### config.mk
export PLATFORM = sky130hd
export DESIGN_NAME = prsc_decode
export DESIGN_NICKNAME = d
export VERILOG_FILES = /design/src/sv/prsc_pkg.sv /design/src/sv/prsc_decode.sv
export SDC_FILE = /design/constraint.sdc
export NUM_CORES = 1
export LEC_CHECK = 0
export ABC_CLOCK_PERIOD_IN_PS = 2400
export BUFFER_PORTS_ARGS = -buffer_cell sky130_fd_sc_hd__buf_2
export CORE_ASPECT_RATIO = 1.2
export CORE_MARGIN = 5
export CORE_UTILIZATION = 26
export DETAILED_ROUTE_END_ITERATION = 10
export PLACE_DENSITY = 0.85
export SLEW_MARGIN = 10
export SYNTH_ARGS = -nofsm -noshare
export SYNTH_HDL_FRONTEND = slang
export SYNTH_SLANG_ARGS = --single-unit
### constraint.sdc
create_clock -name vclk -period 2.4
set_clock_uncertainty 0.05 [all_clocks]
set_input_delay 0.12 -clock vclk [all_inputs]
set_output_delay 0.12 -clock vclk [all_outputs]
set_load 0.05 [all_outputs]
### src/sv/prsc_pkg.sv
package prsc_pkg;

    localparam int NUM_STAGES = 8;

    localparam int IN_DATA_W  = 104;
    localparam int OUT_DATA_W = 136;

    typedef enum logic [1:0] {
        ST_OK          = 2'd0,
        ST_UNSUPPORTED = 2'd1,
        ST_OVERFLOW    = 2'd2,
        ST_EMPTY       = 2'd3
    } status_t;

    // Configuration register indexes
    localparam logic [2:0] REG_ROW_ALIGNMENT   = 3'd0;
    localparam logic [2:0] REG_ROW_LENGTH      = 3'd1;
    localparam logic [2:0] REG_IMAGE_HEIGHT    = 3'd2;
    localparam logic [2:0] REG_SKIP_PIXELS     = 3'd3;
    localparam logic [2:0] REG_SKIP_ROWS       = 3'd4;
    localparam logic [2:0] REG_SKIP_IMAGES     = 3'd5;

    typedef struct packed {
        logic [5:0] bpg;
        status_t    status;
    } decode_t;

    // floor(2^32 / a); alignment one uses all ones and relies on the
    // single correction step after the quotient estimate.
    function automatic logic [31:0] align_recip(input logic [3:0] a);
        logic [31:0] m;
        case (a)
            4'd2:    m = 32'h8000_0000;
            4'd3:    m = 32'h5555_5555;
            4'd4:    m = 32'h4000_0000;
            4'd5:    m = 32'h3333_3333;
            4'd6:    m = 32'h2AAA_AAAA;
            4'd7:    m = 32'h2492_4924;
            4'd8:    m = 32'h2000_0000;
            4'd9:    m = 32'h1C71_C71C;
            4'd10:   m = 32'h1999_9999;
            4'd11:   m = 32'h1745_D174;
            4'd12:   m = 32'h1555_5555;
            4'd13:   m = 32'h13B1_3B13;
            4'd14:   m = 32'h1249_2492;
            4'd15:   m = 32'h1111_1111;
            default: m = 32'hFFFF_FFFF;
        endcase
        return m;
    endfunction

endpackage

### src/sv/prsc_decode.sv
module prsc_decode (
    input  logic [4:0]        format_code,
    input  logic [4:0]        type_code,
    input  logic [30:0]       region_width,
    input  logic [30:0]       region_height,
    input  logic [30:0]       region_depth,
    output prsc_pkg::decode_t dec
);

    logic [2:0] comp;
    logic [5:0] bpg;

    always_comb
    begin
        case (format_code) inside
            [5'd0:5'd5]:   comp = 3'd1;
            [5'd6:5'd8]:   comp = 3'd2;
            [5'd9:5'd11]:  comp = 3'd3;
            [5'd12:5'd15]: comp = 3'd4;
            default:       comp = 3'd0;
        endcase
    end

    always_comb
    begin
        if (comp == 3'd0)
        begin
            bpg = 6'd0;
        end
        else
        begin
            case (type_code) inside
                [5'd0:5'd2]:   bpg = 6'd2;
                [5'd3:5'd6]:   bpg = 6'd4;
                [5'd7:5'd8]:   bpg = {3'b000, comp};
                [5'd9:5'd12]:  bpg = {2'b00, comp, 1'b0};
                [5'd13:5'd15]: bpg = {1'b0, comp, 2'b00};
                5'd16:         bpg = {comp, 3'b000};
                default:       bpg = 6'd0;
            endcase
        end
    end

    always_comb
    begin
        dec.bpg = bpg;
        if (bpg == 6'd0)
        begin
            dec.status = prsc_pkg::ST_UNSUPPORTED;
        end
        else if (region_width == '0 || region_height == '0 || region_depth == '0)
        begin
            dec.status = prsc_pkg::ST_EMPTY;
        end
        else
        begin
            dec.status = prsc_pkg::ST_OK;
        end
    end

endmodule

==> run metrics, run 1 <==
Period Utilization, post-route=0.901; Internal Power=85.6 uW; # port buffers=111; Worst Hold Depth=3; length of routed met3 wiring=332 um; CP Max Fanout=9; area growth from synthesis to layout=108%; first-pass GRT wire length=4730 um; DRT iter0 DRCs=11; Antenna Nets Post-Route=0; Clk network pwr share=0; die area=0.00311 sq mm; register area share after synthesis=0; drt pass-1 iters=4; post-synthesis instance total=81; worst hold path type=in2out; cell taking the most area after synthesis=nor4_1; met1 WL=1210 um; Netlist Area Pre-Place=544 sq um; family with the most delay on the worst path=compound AO/OA/AOI/OAI gates; Critical Path End Type=primary output; Synth cell types=32; Slew headroom=0.704; boundary pin count=111; max incr delay on CP=0.41 ns; Crit Path Category=in2out; hold_sp=format_code[4]; Tmin final=2.16 ns; Max Used Layer=met4; post-layout net count=293; average vias per placed instance=5.44; Post-Syn Area per Cell=6.72 sq um; post-synth net total=184; area of the multi-input gates=543 sq um; Worst Path Buf+Inv=2; layout cell share with drive strength beyond 1=0.606; via count=1131; CORE AREA=0.00203 sq mm; run status=completed; Sw Pwr=77.7 uW; critical path cell sequence=buf_2, or3_1, a311oi_1, a311oi_4, a311o_1, o32a_1, buf_2; Worst path slowest cell=a311oi_1; Post-Layout Cell Count=208; Most common cell on crit path=buf_2; largest net degree at the start of global routing=11; crit path DAT=1.99 ns; Leak=0.582 nW; Seq. cell area=0 sq um; final WL=3000 um; Fmax=0.462 GHz; hold_buf cts=0; Hold WS=0.585 ns; Final Hold Violating Endpoints=0; share of the synthesized area in the top cell type=0.253; DRC errors left=0; sequential share of power=0; initial antenna violation count=0; Peak VDD IR=0.0986 mV; antenna cell count=0; post-CTS setup buffer count=0; switching part of the total=0.476; yosys warns=0; Hold Path Sink=dec[5]; GRT Total Usage=0.191; Die H=60.1 um; Startpoint Class=input pin; setup TNS=0 ns; RSZ-0062 raised after global routing=false; power share of the combinational group=1.000; max-cap violation count=0; num rows=18; grt ovf=0; CLK BUF=0; Crit path depth=7; post-CTS resize count=0; final setup violating endpoints=0; Tightest Pin Transition=0.440 ns; sequential cell count=0; Initial Util=0.269; placed instance count=208; Synth area leaders=nor4_1 (25%), nand4_1 (6.9%), nor2_1 (4.1%); final max-slew violation count=0; chip width=51.8 um; metal2 WL=1430 um; dpl hpwl=2810 um; routability cong.=0.878; Synth top cells by count=nor4_1 (22), nand4_1 (6), nor2_1 (6); Pwr Density=144 mW/mm^2; Worst Path Required=2.23 ns; cell with the most instances after synthesis=nor4_1; drt wl/cell=14.4 um; vias in the first global route=1129; filler instances=220
## cell families after synthesis
family	share of synthesized area
muxes	0.0207
AOI/OAI and AO/OA	0.356
buffers and inverters	0.0598
and+or+nand+nor	0.563
## cell type report
type	count	share of cell area
repair buffers	111	0.491
inverters	2	0.00664
multi-input cells	75	0.480
well taps	20	0.0221
## layout by cell type (no fill, tap or decap)
master,count
buf_2,111
nor4_1,22
nor2_1,6
nand4_1,6
o21ai_0,3
nor3_1,3
and3b_1,2
nor2b_1,2
nand2_1,2
nand3_1,2
inv_1,2
o2111ai_1,2
or3_1,2
nand3b_1,2
o22ai_1,2
o211a_1,2
o211ai_1,2
o21a_1,1
o31ai_1,1
o21ba_1,1
mux2_1,1
a31oi_1,1
nand4b_1,1
or4b_1,1
a21o_1,1
a2111oi_0,1
a311oi_1,1
a311oi_4,1
o311a_4,1
a311o_1,1
o31ai_4,1
o32a_1,1
## power by group through the flow
stage	sequential (mW)	clock (mW)	combinational [mW]
2_1_floorplan	0	0	0.0693
3_3_place_gp	0	0	0.161
3_5_place_dp	0	0	0.163
4_1_cts	0	0	0.164
5_1_grt	0	0	0.180
6_report	0	0	0.163
## worst max path at each step
stage | from | slack [ns] | endpoint
finish | type_code[1] | 0.24 | dec[1]
global route | type_code[1] | 0.07 | dec[1]
CTS | type_code[1] | 0.23 | dec[1]
detailed placement | type_code[1] | 0.23 | dec[1]
global placement | type_code[1] | 0.24 | dec[1]
floorplan | type_code[0] | -0.03 | dec[1]
## layer usage
| metal | global-route usage | up-vias |
|---|---|---|
| met5 | 0 | - |
| li1 | - | 576 |
| met2 | 0.333 | 60 |
| met1 | 0.255 | 493 |
| met3 | 0.0324 | 2 |
| met4 | 0.0150 | 0 |
## worst min-delay path: stages
cell,delay (ns)
buf_2,0.14
a311oi_4,0.05
buf_2,0.21
## metrics by stage
stage | setup slack (ns) | area, sq um | power, mW | utilization
3_5_place_dp | 0.229 | 1130 | 0.163 | 0.558
3_3_place_gp | 0.243 | 1130 | 0.161 | 0.558
5_1_grt | 0.0650 | 1130 | 0.180 | 0.558
6_report | 0.237 | 1130 | 0.163 | 0.558
2_1_floorplan | -0.0348 | 576 | 0.0693 | -
4_1_cts | 0.227 | 1130 | 0.164 | 0.558
Note: power is estimated with default switching activity, not from simulation.
==> run 2, diff against run 1 <==
--- a/config.mk
+++ b/config.mk
@@ -8,8 +8,6 @@
 export ABC_CLOCK_PERIOD_IN_PS = 2400
-export BUFFER_PORTS_ARGS = -buffer_cell sky130_fd_sc_hd__buf_2
-export CORE_ASPECT_RATIO = 1.2
 export CORE_MARGIN = 5
-export CORE_UTILIZATION = 26
+export CORE_UTILIZATION = 40
 export DETAILED_ROUTE_END_ITERATION = 10
-export PLACE_DENSITY = 0.85
+export DONT_BUFFER_PORTS = 1
 export SLEW_MARGIN = 10
==> constraint.sdc (replaced) <==
create_clock -name vclk -period 2.4
set_clock_uncertainty 0.05 [all_clocks]
set_input_delay 0 -clock vclk [all_inputs]
set_output_delay 0 -clock vclk [all_outputs]
set_load 0.05 [all_outputs]
==> run metrics, run 2 (synthesized netlist as in run 1, its figures left out) <==
run status=completed; worst hold path type=in2out; CORE AREA=0.00130 sq mm (-36%); final max-slew violation count=0 (unchanged); Clk network pwr share=0 (unchanged); placed instance count=99 (-52%); dpl hpwl=2190 um (-22%); length of routed met3 wiring=214 um (-36%); filler instances=142 (-35%); drt pass-1 iters=6 (+2); crit path DAT=1.75 ns (-0.24 ns); CP Max Fanout=9 (unchanged); final setup violating endpoints=0 (unchanged); Sw Pwr=41.5 uW (-47%); sequential cell count=0 (unchanged); Worst Hold Depth=2 (-1); area growth from synthesis to layout=13.8%; Leak=0.172 nW (-71%); Crit Path Category=in2out; Tmin final=1.80 ns (-0.367 ns); DRT iter0 DRCs=13 (+2); Antenna Nets Post-Route=0 (unchanged); Die H=46.9 um (-22%); Internal Power=28.5 uW (-67%); Fmax=0.557 GHz (+20%); num rows=13 (-5); GRT Total Usage=0.195 (+0.00393); initial antenna violation count=0 (unchanged); # port buffers=0 (-100%); Critical Path End Type=primary output; boundary pin count=111 (unchanged); Initial Util=0.418 (+0.150); met1 WL=909 um (-25%); largest net degree at the start of global routing=11 (unchanged); RSZ-0062 raised after global routing=false; Peak VDD IR=0.0671 mV (-32%); Pwr Density=113 mW/mm^2 (-22%); average vias per placed instance=7.86 (+45%); setup TNS=0 ns (unchanged); switching part of the total=0.593 (+0.117); layout cell share with drive strength beyond 1=0.131 (-0.475); via count=778 (-31%); sequential share of power=0 (unchanged); chip width=46.9 um (-9.4%); metal2 WL=1250 um (-13%); post-CTS resize count=0 (unchanged); Startpoint Class=input pin; CLK BUF=0 (unchanged); Slew headroom=0.678 (-0.0259); Final Hold Violating Endpoints=0 (unchanged); DRC errors left=0 (unchanged); Hold Path Sink=dec[5]; antenna cell count=0 (unchanged); post-CTS setup buffer count=0 (unchanged); grt ovf=0 (unchanged); max-cap violation count=0 (unchanged); final WL=2370 um (-21%); routability cong.=0.788 (-10%); most frequent cells in the layout=nor4_1 (22), nor2_1 (6), nand4_1 (6), buf_4 (6); first-pass GRT wire length=3290 um (-30%); post-layout net count=189 (-35%); vias in the first global route=776 (-31%); die area=0.00220 sq mm (-29%); Max Used Layer=met3; hold_buf cts=0 (unchanged); Tightest Pin Transition=0.479 ns (+0.0385 ns); Worst Path Required=2.35 ns (+0.12 ns); most common cell after layout, fill and taps aside=nor4_1; power share of the combinational group=1.000 (about the same); drt wl/cell=23.9 um (+66%); Period Utilization, post-route=0.748 (-0.153); Post-Layout Cell Count=99 (-52%); hold_sp=format_code[4]; Seq. cell area=0 sq um (unchanged)
-- run 2: changes by cell type in the layout (fill, tap and decap cells not counted) --
cell,delta
a311oi_2,+1
buf_2,-111
o31ai_1,-1
o31ai_4,-1
buf_4,+6
o31ai_2,+2
a311oi_4,-1
buf_12,+1
-- run 2: stage by stage --
| stage | area [sq um] | worst slack [ns] | hold WS [ns] | total power, mW | util |
|---|---|---|---|---|---|
| finish | 619 | 0.604 | 0.154 | 0.0700 | 0.476 |
| global route | 619 | 0.557 | 0.157 | 0.0752 | 0.476 |
| CTS | 619 | 0.602 | 0.155 | 0.0698 | 0.476 |
| detailed placement | 619 | 0.602 | 0.155 | 0.0696 | 0.476 |
| global placement | 619 | 0.633 | 0.154 | 0.0695 | 0.476 |
| floorplan | 556 | 0.0792 | 0.0535 | 0.0655 | - |
-- run 2: how the worst max path moves through the flow --
| stage | from | endpoint | slack, ns | depth (start not counted) |
|---|---|---|---|---|
| after global placement | type_code[1] | dec[1] | 0.63 | 5 |
| after CTS | type_code[1] | dec[1] | 0.60 | 5 |
| after floorplan | type_code[0] | dec[1] | 0.08 | 6 |
| after global routing | type_code[1] | dec[1] | 0.56 | 5 |
| after detailed placement | type_code[1] | dec[1] | 0.60 | 5 |
| final | type_code[1] | dec[1] | 0.60 | 5 |
-- run 2: metal layers --
| layer | track usage | up-vias |
|---|---|---|
| met5 | 0 | - |
| met4 | 0.00552 | 0 |
| met3 | 0.0498 | 0 |
| met2 | 0.328 | 46 |
| met1 | 0.265 | 366 |
| li1 | - | 366 |
-- run 2: layout make-up --
type	count	area (sq um)	area share
multi-input combinational	75	528	0.853
inverter	2	7.51	0.0121
timing repair buffer	7	65.1	0.105
tap	15	18.8	0.0303
-- run 2: worst max-delay path, cell delays in order --
cell and delay (ns):
or4b_1 0.52, a21o_1 0.25, o311a_4 0.42, o32a_1 0.39, buf_12 0.16
-- run 2: power groups by stage --
stage / Sequential (mW) / Clock (mW) / Combinational [mW]
2_1_floorplan: 0 / 0 / 0.0655
3_3_place_gp: 0 / 0 / 0.0695
3_5_place_dp: 0 / 0 / 0.0696
4_1_cts: 0 / 0 / 0.0698
5_1_grt: 0 / 0 / 0.0752
6_report: 0 / 0 / 0.0700
==> run 3, diff against run 2 <==
- ABC_CLOCK_PERIOD_IN_PS: 2400 -> 1500
- clock period: 2.4 -> 1.5 ns (I/O delays scaled with it)
==> run metrics, run 3 (synthesized netlist as in run 1, its figures left out) <==
CLK BUF=0 (unchanged); grt ovf=0 (unchanged); Critical Path End Type=primary output; CP Max Fanout=9 (unchanged); Slew headroom=0.727 (+0.0488); DRC errors left=0 (unchanged); family with the most delay on the worst path=compound AO/OA/AOI/OAI gates; Die H=46.9 um (unchanged); setup ws final=-0.156 ns (-0.760 ns); crit path DAT=1.61 ns (-0.14 ns); average vias per placed instance=7.49 (-4.7%); area of the multi-input gates=596 sq um (+13%); Peak VDD IR=0.131 mV (+95%); area of all placed cells without fillers=782 sq um (+26%); most frequent cells in the layout=nor4_1 (22), buf_4 (14), nand4_1 (6); DRT iter0 DRCs=10 (-3); layout cell share with drive strength beyond 1=0.287 (+0.156); Worst Path Buf+Inv=1 (unchanged); # port buffers=0 (unchanged); sequential cell count=0 (unchanged); Worst Path Required=1.45 ns (-0.90 ns); routability cong.=0.840 (+6.6%); dpl hpwl=2520 um (+15%); Tightest Pin Transition=0.399 ns (-0.0792 ns); Crit Path Category=in2out; DP Area=742 sq um (+20%); max incr delay on CP=0.39 ns (-0.13 ns); Antenna Nets Post-Route=0 (unchanged); drt pass-1 iters=4 (-2); CORE AREA=0.00130 sq mm (unchanged); first-pass GRT wire length=3590 um (+9.2%); run status=finished, violations left; final max-slew violation count=0 (unchanged); Seq. cell area=0 sq um (unchanged); die area=0.00220 sq mm (unchanged); post-CTS setup buffer count=0 (unchanged); filler instances=118 (-17%); critical path cell sequence=or3_4, nand3b_1, a311oi_4, a311o_1, o32a_4, buf_12; largest net degree at the start of global routing=11 (unchanged); worst hold path type=in2out; placed instance count=109 (+10%); area growth from synthesis to layout=43.7%; Pwr Density=205 mW/mm^2 (+81%); Fmax=0.604 GHz; violated checks=setup timing; via count=816 (+4.9%); Period Utilization, post-route=1.10; Finished Core Util=0.601 (+0.125); initial antenna violation count=0 (unchanged); Tmin final=1.66 ns; max-cap violation count=0 (unchanged); Worst path slowest cell=or3_4; num rows=13 (unchanged); boundary pin count=111 (unchanged); GRT Total Usage=0.221 (+0.0262); vias in the first global route=813 (+4.8%); Post-Layout Cell Count=109 (+10%); antenna cell count=0 (unchanged); Leak=0.246 nW (+43%); final WL=2700 um (+14%); post-layout net count=199 (+5.3%); chip width=46.9 um (unchanged); most common cell after layout, fill and taps aside=nor4_1; Final Hold Violating Endpoints=0 (unchanged); final setup violating endpoints=3 (+3); RSZ-0062 raised after global routing=true; Initial Util=0.418 (unchanged); Startpoint Class=input pin; setup TNS=-0.352 ns (-0.352 ns); drt wl/cell=24.8 um (+3.6%)
run 3: changes by cell type in the layout (fill, tap and decap cells not counted), sizes merged:
| cell | change |
|---|---|
| buf | +10 |
run 3: repair_timing:
item / CTS / global route
resized for setup: 3 / 3
setup endpoints to repair: 3 / 4
hold buffers: 0 / 0
pin swaps: 1 / 3
run 3: final timing paths:
| kind | startpoint | to | slack [ns] | depth (start not counted) |
|---|---|---|---|---|
| min | format_code[4] | dec[5] | 0.15 | 2 |
| max | type_code[1] | dec[1] | -0.16 | 6 |
run 3: metrics by stage:
| step | total power [mW] | worst slack (ns) | hold WS [ns] |
|---|---|---|---|
| finish | 0.160 | -0.156 | 0.147 |
| global route | 0.168 | -0.183 | 0.152 |
| CTS | 0.158 | -0.160 | 0.147 |
| detailed placement | 0.152 | -0.245 | 0.147 |
| global placement | 0.150 | -0.213 | 0.147 |
| floorplan | 0.118 | -0.459 | 0.00898 |
run 3: routing by layer:
| metal | share of wire | wire, um | vias up | track usage |
|---|---|---|---|---|
| met2 | 0.54 | 1460 | 51 | 0.412 |
| met5 | 0 | 0 | - | 0 |
| met1 | 0.36 | 974 | 375 | 0.281 |
| met3 | 0.10 | 273 | 0 | 0.0383 |
| met4 | 0 | 0 | 0 | 0 |
| li1 | - | - | 390 | - |
run 3: cell type report:
type / instances / area share
multi-input cells: 75 / 0.762
well taps: 15 / 0.0240
inverters: 2 / 0.00960
repair buffers: 17 / 0.205
run 3: power by group:
part / leakage, nW / internal, mW / switching, mW
sequential: 0 / 0 / 0
combinational: 0.246 / 0.0785 / 0.0819
clock: 0 / 0 / 0
total: 0.246 / 0.0785 / 0.0819
